===== src/sscr_pkg.sv =====
// Shared types, constants and the built-in font for the seven-segment renderer.
// No dependencies.
package sscr_pkg;

  localparam int QUEUE_DEPTH = 4;
  localparam int FONT_DEPTH  = 96;
  localparam int FONT_AW     = 7;

  localparam logic [1:0] CFG_LOWERCASE = 2'd0;
  localparam logic [1:0] CFG_DOT_MODE  = 2'd1;
  localparam logic [1:0] CFG_GLOBAL_BR = 2'd2;
  localparam logic [1:0] CFG_XOR_MASK  = 2'd3;

  localparam logic [6:0] ASCII_BASE = 7'd32;
  localparam logic [6:0] ASCII_UA   = 7'h41;
  localparam logic [6:0] ASCII_UZ   = 7'h5A;
  localparam logic [6:0] ASCII_LA   = 7'h61;
  localparam logic [6:0] ASCII_LZ   = 7'h7A;

  localparam logic [7:0] SEG_MASK = 8'h7F;
  localparam logic [7:0] DOT_MASK = 8'h80;

  // p / 15 for p <= 225 as (p * 137) >> 11
  localparam logic [15:0] DIV15_MUL   = 16'd137;
  localparam int          DIV15_SHIFT = 11;

  localparam logic [3:0] DIGIT_REG0 = 4'd0;
  localparam logic [3:0] DIGIT_REG1 = 4'd2;
  localparam logic [3:0] DIGIT_REG2 = 4'd6;
  localparam logic [3:0] DIGIT_REG3 = 4'd8;

  localparam int ATTR_RAW    = 0;
  localparam int ATTR_HIDDEN = 1;
  localparam int ATTR_BLINK  = 2;
  localparam int ATTR_INVERT = 3;
  localparam int ATTR_XMASK  = 4;
  localparam int ATTR_DOT    = 5;

  localparam logic [7:0] FONT_ROM [FONT_DEPTH] = '{
    8'h00, 8'h0A, 8'h22, 8'h36, 8'h2D, 8'h24, 8'h78, 8'h42,
    8'h39, 8'h0F, 8'h63, 8'h46, 8'h0C, 8'h40, 8'h08, 8'h52,
    8'h3F, 8'h06, 8'h5B, 8'h4F, 8'h66, 8'h6D, 8'h7D, 8'h27,
    8'h7F, 8'h6F, 8'h09, 8'h0D, 8'h46, 8'h48, 8'h70, 8'h53,
    8'h7B, 8'h77, 8'h7C, 8'h39, 8'h5E, 8'h79, 8'h71, 8'h3D,
    8'h76, 8'h06, 8'h1E, 8'h75, 8'h38, 8'h2B, 8'h37, 8'h3F,
    8'h73, 8'h67, 8'h31, 8'h6D, 8'h07, 8'h3E, 8'h6A, 8'h7E,
    8'h49, 8'h6E, 8'h5B, 8'h39, 8'h64, 8'h0F, 8'h23, 8'h08,
    8'h60, 8'h5F, 8'h7C, 8'h58, 8'h5E, 8'h7B, 8'h71, 8'h6F,
    8'h74, 8'h05, 8'h0E, 8'h75, 8'h06, 8'h55, 8'h54, 8'h5C,
    8'h73, 8'h67, 8'h50, 8'h6D, 8'h78, 8'h1C, 8'h1D, 8'h7E,
    8'h48, 8'h6E, 8'h5B, 8'h46, 8'h30, 8'h70, 8'h01, 8'h00
  };

  typedef enum logic [1:0] {
    OP_PATTERN,
    OP_GLYPH,
    OP_WRITE
  } op_t;

  typedef struct packed {
    op_t              op;
    logic [FONT_AW-1:0] addr;
    logic [7:0]       pattern;
    logic             dot_flip;
    logic             invert;
    logic             xmask;
    logic             dot;
    logic [3:0]       digit_register;
    logic [7:0]       bright_product;
    logic [1:0]       blink;
    logic [1:0]       colon;
  } work_t;

  typedef struct packed {
    logic [7:0] segment_data;
    logic [3:0] digit_register;
    logic [3:0] module_brightness;
    logic [1:0] module_blink;
    logic [1:0] colon_bits;
  } result_t;

  function automatic logic [7:0] font_rom(input logic [FONT_AW-1:0] idx);
    logic [7:0] val;
    val = 8'h00;
    if (idx < FONT_AW'(FONT_DEPTH)) begin
      val = FONT_ROM[idx];
    end
    return val;
  endfunction

endpackage


===== src/sscr_queue.sv =====
// Small register queue used between stages and at the result side.
// Depends on nothing; widths come in as parameters.
module sscr_queue #(
  parameter int WIDTH = 8,
  parameter int DEPTH = 4,
  localparam int AW = (DEPTH > 1) ? $clog2(DEPTH) : 1,
  localparam int CW = $clog2(DEPTH + 1)
) (
  input  logic             clk,
  input  logic             rst,
  input  logic             wr_en,
  input  logic [WIDTH-1:0] wr_data,
  input  logic             rd_en,
  output logic [WIDTH-1:0] rd_data,
  output logic             full,
  output logic             empty,
  output logic [CW-1:0]    count
);

  logic [WIDTH-1:0] slots [DEPTH];
  logic [AW-1:0]    wr_ptr, rd_ptr;
  logic             do_wr, do_rd;

  assign full    = (count == CW'(DEPTH));
  assign empty   = (count == '0);
  assign do_wr   = wr_en && !full;
  assign do_rd   = rd_en && !empty;
  assign rd_data = slots[rd_ptr];

  always_ff @(posedge clk) begin
    if (do_wr) begin
      slots[wr_ptr] <= wr_data;
    end
  end

  always_ff @(posedge clk) begin
    if (rst) begin
      wr_ptr <= '0;
      rd_ptr <= '0;
      count  <= '0;
    end else begin
      if (do_wr) begin
        wr_ptr <= (wr_ptr == AW'(DEPTH - 1)) ? '0 : wr_ptr + AW'(1);
      end
      if (do_rd) begin
        rd_ptr <= (rd_ptr == AW'(DEPTH - 1)) ? '0 : rd_ptr + AW'(1);
      end
      if (do_wr && !do_rd) begin
        count <= count + CW'(1);
      end else if (!do_wr && do_rd) begin
        count <= count - CW'(1);
      end
    end
  end

endmodule


===== src/sscr_front.sv =====
// Front end: config registers, item accept and classification into work entries.
// Depends on sscr_pkg and sscr_queue.
module sscr_front #(
  parameter int DEPTH = sscr_pkg::QUEUE_DEPTH
) (
  input  logic               clk,
  input  logic               rst,
  input  logic               cfg_valid,
  output logic               cfg_ready,
  input  logic [7:0]         cfg_index,
  input  logic [7:0]         cfg_data,
  input  logic               push,
  output logic               full,
  input  logic               action,
  input  logic [7:0]         char_code,
  input  logic [5:0]         char_attr,
  input  logic [1:0]         digit_position,
  input  logic               blink_phase,
  input  logic [7:0]         module_attr,
  input  logic [7:0]         font_data,
  output logic [7:0]         xor_mask,
  input  logic               work_pop,
  output sscr_pkg::work_t    work_item,
  output logic               work_empty
);

  localparam int WW = $bits(sscr_pkg::work_t);
  localparam int CW = $clog2(DEPTH + 1);

  logic       lowercase_mode;
  logic [7:0] dot_mode;
  logic [3:0] global_brightness;

  sscr_pkg::work_t  item;
  logic             enq;
  logic [6:0]       c_raw, c_fold;
  logic             upper, lower, high, blank, dflip;
  logic [WW-1:0]    q_out;
  logic [CW-1:0]    q_count;

  assign cfg_ready = 1'b1;

  always_ff @(posedge clk) begin
    if (rst) begin
      lowercase_mode    <= 1'b1;
      dot_mode          <= 8'h00;
      global_brightness <= 4'hF;
      xor_mask          <= 8'h00;
    end else if (cfg_valid) begin
      if (cfg_index == {6'd0, sscr_pkg::CFG_LOWERCASE}) lowercase_mode    <= cfg_data[0];
      if (cfg_index == {6'd0, sscr_pkg::CFG_DOT_MODE})  dot_mode          <= cfg_data;
      if (cfg_index == {6'd0, sscr_pkg::CFG_GLOBAL_BR}) global_brightness <= cfg_data[3:0];
      if (cfg_index == {6'd0, sscr_pkg::CFG_XOR_MASK})  xor_mask          <= cfg_data;
    end
  end

  always_comb begin
    c_raw  = char_code[6:0];
    high   = char_code[7];
    upper  = (c_raw >= sscr_pkg::ASCII_UA) && (c_raw <= sscr_pkg::ASCII_UZ);
    lower  = (c_raw >= sscr_pkg::ASCII_LA) && (c_raw <= sscr_pkg::ASCII_LZ);
    c_fold = (lower && !lowercase_mode) ? c_raw - sscr_pkg::ASCII_BASE : c_raw;
    blank  = char_attr[sscr_pkg::ATTR_HIDDEN] ||
             (char_attr[sscr_pkg::ATTR_BLINK] && blink_phase);
    dflip  = (dot_mode[7] && high) ^ (dot_mode[1] && upper) ^ (dot_mode[0] && lower);

    item.op             = sscr_pkg::OP_PATTERN;
    item.addr           = c_fold - sscr_pkg::ASCII_BASE;
    item.pattern        = 8'h00;
    item.dot_flip       = dflip;
    item.invert         = char_attr[sscr_pkg::ATTR_INVERT];
    item.xmask          = char_attr[sscr_pkg::ATTR_XMASK];
    item.dot            = char_attr[sscr_pkg::ATTR_DOT];
    item.bright_product = {4'd0, module_attr[7:4]} * {4'd0, global_brightness};
    item.blink          = module_attr[3:2];
    item.colon          = module_attr[1:0];
    unique case (digit_position)
      2'd0: item.digit_register = sscr_pkg::DIGIT_REG0;
      2'd1: item.digit_register = sscr_pkg::DIGIT_REG1;
      2'd2: item.digit_register = sscr_pkg::DIGIT_REG2;
      2'd3: item.digit_register = sscr_pkg::DIGIT_REG3;
    endcase
    enq = push && !full;

    if (action) begin
      item.op      = sscr_pkg::OP_WRITE;
      item.addr    = c_raw - sscr_pkg::ASCII_BASE;
      item.pattern = font_data;
      enq          = enq && (c_raw >= sscr_pkg::ASCII_BASE);
    end else if (blank) begin
      item.pattern = 8'h00;
    end else if (char_attr[sscr_pkg::ATTR_RAW]) begin
      item.pattern = char_code;
    end else if (c_fold < sscr_pkg::ASCII_BASE) begin
      item.pattern = {dflip, 7'd0};
    end else begin
      item.op = sscr_pkg::OP_GLYPH;
    end
  end

  sscr_queue #(.WIDTH(WW), .DEPTH(DEPTH)) u_work_q (
    .clk     (clk),
    .rst     (rst),
    .wr_en   (enq),
    .wr_data (item),
    .rd_en   (work_pop),
    .rd_data (q_out),
    .full    (full),
    .empty   (work_empty),
    .count   (q_count)
  );

  assign work_item = sscr_pkg::work_t'(q_out);

endmodule


===== src/sscr_back.sv =====
// Back end: font memory with per-entry valid bits, segment assembly, result queue.
// Depends on sscr_pkg and sscr_queue.
module sscr_back #(
  parameter int DEPTH = sscr_pkg::QUEUE_DEPTH
) (
  input  logic             clk,
  input  logic             rst,
  input  logic [7:0]       xor_mask,
  input  sscr_pkg::work_t  work_item,
  input  logic             work_empty,
  output logic             work_pop,
  input  logic             pop,
  output logic             empty,
  output logic [7:0]       segment_data,
  output logic [3:0]       digit_register,
  output logic [3:0]       module_brightness,
  output logic [1:0]       module_blink,
  output logic [1:0]       colon_bits
);

  localparam int RW = $bits(sscr_pkg::result_t);
  localparam int CW = $clog2(DEPTH + 1);

  logic [7:0]      font_mem [sscr_pkg::FONT_DEPTH];
  logic [sscr_pkg::FONT_DEPTH-1:0] font_valid;

  logic            s1_valid;
  sscr_pkg::work_t s1_item;
  logic [7:0]      s1_ram, s1_rom;
  logic            s1_written;

  logic [CW-1:0]   out_count;
  logic            out_full;
  logic            font_we;
  logic [7:0]      seg;
  logic [15:0]     bright_scaled;
  sscr_pkg::result_t res, res_out;
  logic [RW-1:0]   q_out;

  assign work_pop = !work_empty &&
                    (({1'b0, out_count} + {{CW{1'b0}}, s1_valid}) < (CW + 1)'(DEPTH));
  assign font_we  = work_pop && (work_item.op == sscr_pkg::OP_WRITE);

  always_ff @(posedge clk) begin
    if (font_we) begin
      font_mem[work_item.addr] <= work_item.pattern;
    end
    s1_ram <= font_mem[work_item.addr];
  end

  always_ff @(posedge clk) begin
    if (rst) begin
      font_valid <= '0;
      s1_valid   <= 1'b0;
    end else begin
      if (font_we) begin
        font_valid[work_item.addr] <= 1'b1;
      end
      s1_valid <= work_pop && (work_item.op != sscr_pkg::OP_WRITE);
    end
  end

  always_ff @(posedge clk) begin
    s1_item    <= work_item;
    s1_rom     <= sscr_pkg::font_rom(work_item.addr);
    s1_written <= font_valid[work_item.addr];
  end

  always_comb begin
    unique case (s1_item.op)
      sscr_pkg::OP_GLYPH:
        seg = (s1_written ? s1_ram : s1_rom) ^ {s1_item.dot_flip, 7'd0};
      sscr_pkg::OP_PATTERN: seg = s1_item.pattern;
      default:              seg = 8'h00;
    endcase
    if (s1_item.invert) seg = seg ^ sscr_pkg::SEG_MASK;
    if (s1_item.xmask)  seg = seg ^ xor_mask;
    if (s1_item.dot)    seg = seg ^ sscr_pkg::DOT_MASK;

    bright_scaled = {8'd0, s1_item.bright_product} * sscr_pkg::DIV15_MUL;

    res.segment_data      = seg;
    res.digit_register    = s1_item.digit_register;
    res.module_brightness = bright_scaled[sscr_pkg::DIV15_SHIFT +: 4];
    res.module_blink      = s1_item.blink;
    res.colon_bits        = s1_item.colon;
  end

  sscr_queue #(.WIDTH(RW), .DEPTH(DEPTH)) u_result_q (
    .clk     (clk),
    .rst     (rst),
    .wr_en   (s1_valid),
    .wr_data (res),
    .rd_en   (pop),
    .rd_data (q_out),
    .full    (out_full),
    .empty   (empty),
    .count   (out_count)
  );

  always_comb begin
    res_out           = sscr_pkg::result_t'(q_out);
    segment_data      = res_out.segment_data;
    digit_register    = res_out.digit_register;
    module_brightness = res_out.module_brightness;
    module_blink      = res_out.module_blink;
    colon_bits        = res_out.colon_bits;
  end

endmodule


===== src/seven_segment_char_renderer.sv =====
// Top level of the seven-segment character renderer: front end, work queue, back end.
// Depends on sscr_pkg, sscr_front, sscr_back.
//
//  channel   handshake            payload
//  input     push / full          action char_code char_attr digit_position
//                                 blink_phase module_attr font_data
//  result    pop / empty          segment_data digit_register module_brightness
//                                 module_blink colon_bits
//  config    cfg_valid/cfg_ready  cfg_index cfg_data
//
// One item per cycle sustained while full stays low and results are popped; a render item
// passes the work queue, the font memory read stage and the result queue on its way to
// the result ports, where it can be popped.
// Reset clears the font valid bits, so every entry reads as the built-in font
// until written; no clearing pass is needed.
// Each queue holds QUEUE_DEPTH items, so either side may stall independently.
module seven_segment_char_renderer #(
  parameter int QUEUE_DEPTH = sscr_pkg::QUEUE_DEPTH
) (
  input  logic       clk,
  input  logic       rst,
  input  logic       cfg_valid,
  output logic       cfg_ready,
  input  logic [7:0] cfg_index,
  input  logic [7:0] cfg_data,
  input  logic       push,
  output logic       full,
  input  logic       action,
  input  logic [7:0] char_code,
  input  logic [5:0] char_attr,
  input  logic [1:0] digit_position,
  input  logic       blink_phase,
  input  logic [7:0] module_attr,
  input  logic [7:0] font_data,
  input  logic       pop,
  output logic       empty,
  output logic [7:0] segment_data,
  output logic [3:0] digit_register,
  output logic [3:0] module_brightness,
  output logic [1:0] module_blink,
  output logic [1:0] colon_bits
);

  sscr_pkg::work_t work_item;
  logic            work_empty;
  logic            work_pop;
  logic [7:0]      xor_mask;

  sscr_front #(.DEPTH(QUEUE_DEPTH)) u_front (
    .clk            (clk),
    .rst            (rst),
    .cfg_valid      (cfg_valid),
    .cfg_ready      (cfg_ready),
    .cfg_index      (cfg_index),
    .cfg_data       (cfg_data),
    .push           (push),
    .full           (full),
    .action         (action),
    .char_code      (char_code),
    .char_attr      (char_attr),
    .digit_position (digit_position),
    .blink_phase    (blink_phase),
    .module_attr    (module_attr),
    .font_data      (font_data),
    .xor_mask       (xor_mask),
    .work_pop       (work_pop),
    .work_item      (work_item),
    .work_empty     (work_empty)
  );

  sscr_back #(.DEPTH(QUEUE_DEPTH)) u_back (
    .clk               (clk),
    .rst               (rst),
    .xor_mask          (xor_mask),
    .work_item         (work_item),
    .work_empty        (work_empty),
    .work_pop          (work_pop),
    .pop               (pop),
    .empty             (empty),
    .segment_data      (segment_data),
    .digit_register    (digit_register),
    .module_brightness (module_brightness),
    .module_blink      (module_blink),
    .colon_bits        (colon_bits)
  );

endmodule


===== config.mk =====
export PLATFORM = sky130hd
export DESIGN_NAME = seven_segment_char_renderer
export DESIGN_NICKNAME = d
export VERILOG_FILES = /design/src/sscr_pkg.sv /design/src/sscr_queue.sv /design/src/sscr_front.sv /design/src/sscr_back.sv /design/src/seven_segment_char_renderer.sv
export SDC_FILE = /design/constraint.sdc
export NUM_CORES = 1
export LEC_CHECK = 0
export BUFFER_PORTS_ARGS = -buffer_cell sky130_fd_sc_hd__buf_2
export CAP_MARGIN = 20
export CORE_MARGIN = 5
export CORE_UTILIZATION = 40
export DETAILED_ROUTE_END_ITERATION = 10
export PLACE_DENSITY = 0.56
export SETUP_SLACK_MARGIN = 0.15
export SYNTH_ARGS = -nofsm -noshare
export SYNTH_HDL_FRONTEND = slang
export SYNTH_SLANG_ARGS = --single-unit
export TNS_END_PERCENT = 10

===== constraint.sdc =====
create_clock -name clk -period 5.71 [get_ports clk]
set_input_delay 1.4275 -clock clk [delete_from_list [all_inputs] [get_ports clk]]
set_output_delay 1.4275 -clock clk [all_outputs]
set_load 0.05 [all_outputs]

* Word level (Yosys, flattened, before mapping) *
Memory sizes are Yosys's and may differ from the RTL's. A register that Yosys moved wholly into a read port is not among the register bits.
Index checks and enable logic that the tools add are counted.

cells by class
  add/sub/neg operators = 11
  multipliers = 2
  magnitude comparators = 10
  eq/ne operators = 15
  multiplexer cells = 39
  bitwise operators = 8
  reduce and logical (&&, ||, !) cells = 43

operators with widths
  kind                                                         number
  bitwise OR 96 bit                                            1
  two-way mux 8 bit                                            7
  two-way mux 2 bit                                            11
  logical AND 1 bit                                            21
  two-way mux 7 bit                                            3
  == test 8 x 2 -> 1 bit (second input constant)               2
  case mux 4 bit (4 select lines)                              1
  case mux 8 bit (2 select lines)                              1
  bitwise XOR 8 bit                                            2
  multiplier 8 x 8 -> 15 bit (second input constant)           1
  == test 2 bit (second input constant)                        7
  greater-or-equal comparator 7 bit (second input constant)    2
  <= comparator 7 bit (second input constant)                  2
  subtractor 7 x 6 -> 7 bit (second input constant)            2
  two-way mux 3 bit                                            4
  zero test 1 bit                                              10
  two-way mux 1 bit                                            10
  adder 2 x 1 -> 2 bit (second input constant)                 4
  == test 8 x 1 -> 1 bit (second input constant)               1
  zero test 8 bit                                              1
  less-than comparator 7 x 8 -> 1 bit (second input constant)  1
  multiplier 4 x 4 -> 8 bit                                    1
  inverter 7 -> 8 bit                                          1
  AND reduction 2 bit                                          4
  20 further kinds                                             28

word-level totals
  register bits = 163
  bits in writable memories = 996
  bits in read-only memories = 1024
  input port bits = 55
  memories kept = 4

memory list
  name                     words  width  read ports  clocked after Yosys merged registers in  write ports  RTL line          text
  (no name shown)          128    8      1           1                                        0            sscr_pkg.sv:86    val = FONT_ROM[idx];
  u_back.font_mem          96     8      1           1                                        1            sscr_back.sv:24   logic [7:0] font_mem [sscr_pkg::FONT_DEPTH];
  u_front.u_work_q.slots   4      37     1           1                                        1            sscr_queue.sv:20  logic [WIDTH-1:0] slots [DEPTH];
  u_back.u_result_q.slots  4      20     1           1                                        1            sscr_queue.sv:20

* Logic depth before layout (Yosys ltp) *
  depth after elaboration = 10
  mapped depth = 16
  gate-level depth less buffers = 11

* Cells and area by module *
Synthesis repeated with hierarchy kept, for this count alone.

unflattened totals
  cells, all modules = 2566
  area total of the unflattened synthesis = 46842.4 µm²

by module, submodules not included
  module                           times used  cells each  area each (µm²)  seq. area each (µm²)
  sscr_back                        1           1990        36177.2          25924.9
  sscr_queue at u_front.u_work_q   1           243         5841.9           4624.4
  sscr_queue at u_back.u_result_q  1           154         3365.7           2582.5
  sscr_front                       1           179         1457.6           320.3

* Worst setup path before layout *
OpenSTA, ideal clock, no wires.

  kind = in2reg
  start = input port char_code[3]
  end = memory u_front.u_work_q.slots[3][0] in the netlist's numbering, enable pin
  setup time = 0.397 ns
  arrival time = 3.707 ns
  setup slack = 1.606 ns
  cell stages on the path = 5
  cells stage by stage = or4_1 > nor2_1 > a21oi_1 > nor3b_1 > and2_1

on the way
  word-level cells in the longest chain between the ends = 6

ends and longest elaborated chain
  item                                        RTL line                           text
  start, declared                             seven_segment_char_renderer.sv:29  input logic [7:0] char_code,
  greater-or-equal comparator 7 x 6 -> 1 bit  sscr_front.sv:89                   enq = enq && (c_raw >= sscr_pkg::ASCII_BASE);
  logical AND 1 bit                           sscr_front.sv:89
  two-way mux 1 bit                           sscr_front.sv:85                   if (action) begin
  logical AND 1 bit                           sscr_queue.sv:26                   assign do_wr = wr_en && !full;
  via u_front.u_work_q.do_wr                  sscr_queue.sv:22                   logic do_wr, do_rd;
  two-way mux 1 bit                           sscr_queue.sv:31                   if (do_wr) begin
  two-way mux 1 bit (not written as such)     sscr_queue.sv:32                   slots[wr_ptr] <= wr_data;
  end, declared                               sscr_queue.sv:20

The timed path passes the listed nets, and every way through them passes these cells.

==> flow_summary_export.csv <==
group,metric,value,unit
run_status,status,"finished clean",
hold_path,min_path_type,"register to register",
route,wl_met3,13200,um
global_route,grt_pass1_wl,205000,um
floorplan,start_util,40.2,%
critical_path,arrival,4.82,ns
yosys,yosysSeqAreaShare,69.9,%
clock_network,clock_sinks,1164,
sta,finClkSkew,0.0351,ns
critical_path,end_kind,"register",
route,first_pass_iters,7,
placement,place_ws,1.32,ns
yosys,avgSynthCellArea,15.4,um^2
critical_path,crit_buf_inv,4,
critical_path,path_max_fanout,51,
floorplan,row_count,126,
yosys,synth-warning-count,0,
critical_path,crit_type,"register to register",
cells_and_area,final_cell_mix,"edfxtp_1 (988), nor2_1 (364), dfxtp_1 (174), buf_4 (174), mux2i_1 (169)",
cells_and_area,fill_cells,10225,
sta,final-hold-violation-count,0,
critical_path,critPathRequiredTime,6.12,ns
critical_path,critPathLaunchType,"register",
yosys,syn-cell-area,47500,um^2
floorplan,fp.dieW,355,um
clock_network,htreeDepth,3,
yosys,synthFlopType,"edfxtp_1",
critical_path,reg2reg_depth,8,
yosys,synth-seq-cells,1164,
floorplan,core_area,118000,um^2
route,drt-total-wl,143000,um
global_route,grt.total_usage,22.1,%
critical_path,crit_chain,"buf_4, mux2_4, inv_8, and3b_1, nand2_1, buf_4, nor2_1, buf_4",
critical_path,reg2reg_setup_slack,1.30,ns
critical_path,reg2reg_to,"u_back.font_mem[6][3]$_DFFE_PP_",
sta,max_freq,227,MHz
clock_network,clockBufferDepth,3,
placement,gp_congestion,0.902,
clock_network,clkSlewWorstSetupHoldPaths,0.06,ns
sta,period_share,77.2,%
placement,portBuffers,75,
critical_path,timing.critical_path.slowest_stage_cell,"and3b_1",
route,ant_nets,0,
cells_and_area,multiInputGateArea,13200,um^2
floorplan,die_height,355,um
sta,fin_ws,1.30,ns
yosys,yosys-top-cells-area,"edfxtp_1 (62%), dfxtp_1 (7.4%), mux4_2 (4.6%)",
floorplan,pin_count,78,
critical_path,cpLargestDelayFamily,"simple AND/OR/NAND/NOR gates",
route,route.met2.wl,65400,um
route,routed.top_layer,"met5",
hold_path,hold_depth,2,
sta,hold_slack,0.469,ns
critical_path,critPathMostFrequentCell,"buf_4",
critical_path,slowest_delay,0.81,ns
yosys,synthArstFlopShare,0,%
cells_and_area,nNetsFinal,3385,
sta,setup_tns,0,ns
yosys,yosys.area.top_type,"edfxtp_1",
yosys,synthesis.nets,3211,
yosys,postSynthCellCount,3080,
clock_network,ctsResizeCount,0,
cells_and_area,drive_above_1_share,19.9,%
sta,worst_pin_slew,1.18,ns
global_route,grt_max_degree,85,
power_and_ir_drop,p_leak,18.4,nW
floorplan,dieArea,126000,um^2
global_route,antenna_found_initial,4,
route,m1WireLength,58500,um
global_route,grt.overflow.total,0,
cells_and_area,ff_latch_area,33200,um^2
sta,period_needed,4.41,ns
hold_path,min_to,"u_back.font_valid[36]$_SDFFE_PP0P_",
sta,setup_viol,0,
route,avgRoutedWirePerCell,29.2,um
route,drt_iter0_drc,3505,
clock_network,clock_latency,0.72,ns
hold_path,min_from,"u_back.font_valid[36]$_SDFFE_PP0P_",
yosys,yosys.area.top_type_share,62.4,%
critical_path,cp.depth,8,
route,avgViaCountPerCell,5.90,
sta,rsz0062_at_grt,"false",
clock_network,cts_hold_buf,0,
clock_network,cts_root_buf,"clkbuf_16",
sta,slew_headroom,21.0,%
clock_network,cts_tree,"built",
power_and_ir_drop,p_per_area,535,nW/um^2
route,num_vias,28922,
clock_network,postCtsSetupBuffers,0,
clock_network,cts_made_buffers,118,
flow_run,cap_violations,0,
placement,dp_hpwl,89700,um
cells_and_area,syn2layout_area_growth,13.9,%
yosys,yosys.cell_types.count,80,
global_route,first_global_vias,28962,
route,drcViolationCount,0,
yosys,synth-edff-count,988,
sta,maxSlewViolCount,0,
power_and_ir_drop,ir_worst_vdd,0.000369,V
cells_and_area,mostFrequentLayoutCell,"edfxtp_1",
==> worst reg2reg max path, cell delays in order (launching register included) <==
cell and delay, ns:
dfxtp_2 0.52, buf_4 0.32, mux2_4 0.53, inv_8 0.47, and3b_1 0.85, nand2_1 0.55
buf_4 0.38, nor2_1 0.24, buf_4 0.26
==> cells in the mapped netlist, drive strengths merged, types with 17 or more instances <==
| master | number |
|---|---|
| o211ai | 26 |
| o2bb2ai | 20 |
| dfxtp | 176 |
| o21ai | 69 |
| and2 | 21 |
| nor2 | 364 |
| mux2i | 170 |
| nor2b | 31 |
| mux4 | 96 |
| a221oi | 69 |
| a21oi | 76 |
| nand2 | 158 |
| a31oi | 25 |
| o22ai | 22 |
| a22oi | 31 |
| inv | 34 |
| buf | 103 |
| edfxtp | 988 |
| nor3 | 24 |
| mux2 | 96 |
| ha | 70 |
| a211oi | 43 |
| clkbuf | 94 |
| o21ba | 17 |
==> logic make-up (layout without fill, tap and decap cells) <==
group | count (synthesis) | after routing | synth area share [%]
adder cells (fa/ha/maj) | 76 | 76 | 2.10
other | 2 | 6 | 0.0158
AO/OA/AOI/OAI | 544 | 544 | 8.48
AND/OR/NAND/NOR | 670 | 670 | 6.06
multiplexers | 362 | 362 | 10.4
flip-flops | 1164 | 1164 | 69.9
buffers and inverters | 231 | 509 | 2.48
XOR/XNOR | 31 | 31 | 0.603
==> metrics by stage <==
stage	util, %	instance area (um^2)	power, mW	std cells
global placement	42.5	50200	21.0	4669
CTS	45.8	54100	28.9	4893
detailed placement	42.5	50200	21.2	4669
floorplan	-	47500	17.1	3080
global route	45.8	54100	29.9	4895
finish	45.8	54100	29.0	4898
==> routing by layer <==
metal | up-vias | GRT usage, %
li1 | 12342 | -
met1 | 14696 | 31.0
met2 | 1579 | 34.5
met3 | 303 | 4.02
met4 | 2 | 8.57
met5 | - | 0
==> registers in the layout, summed over array words and instances (netlist names), 4 cells and up, named ones only <==
name	cells
u_front.global_brightness	4
u_back.s1_ram	8
u_back.font_mem	768
u_back.u_result_q.slots	76
u_front.xor_mask	8
u_back.s1_rom	7
u_back.res	7
u_back.font_valid	96
u_front.u_work_q.slots	144
u_back.s1_item	22
==> where the power goes <==
group | internal [mW] | total [mW] | switching, mW
Clock | 4.47 | 7.74 | 3.27
Combinational | 3.01 | 10.2 | 7.19
Sequential | 10.7 | 11.0 | 0.327
Total | 18.2 | 29.0 | 10.8
==> cell type report <==
cell class                      count  share of cell area (%)
Inverter                           34                   0.268
Antenna cell                        4                  0.0185
Sequential cell                  1164                    61.4
Clock inverter                     57                    1.05
Clock buffer                      167                    6.16
Tap cell                         1536                    3.55
Multi-Input combinational cell   1685                    24.4
Timing Repair Buffer              251                    3.20
==> how the worst max path moves through the flow <==
stage	start	end	slack, ns
6_report	register	u_back.font_mem[6][3]$_DFFE_PP_	1.30
5_1_grt	register	u_back.font_mem[92][1]$_DFFE_PP_	1.18
4_1_cts	register	u_back.s1_ram[0]$_DFF_P_	1.29
3_5_place_dp	register	u_back.s1_ram[0]$_DFF_P_	1.32
3_3_place_gp	register	u_back.s1_ram[0]$_DFF_P_	1.40
2_1_floorplan	char_code[3]	u_front.u_work_q.slots[3][0]$_DFFE_PP_	1.61
Note: power is estimated with default switching activity, not from simulation.
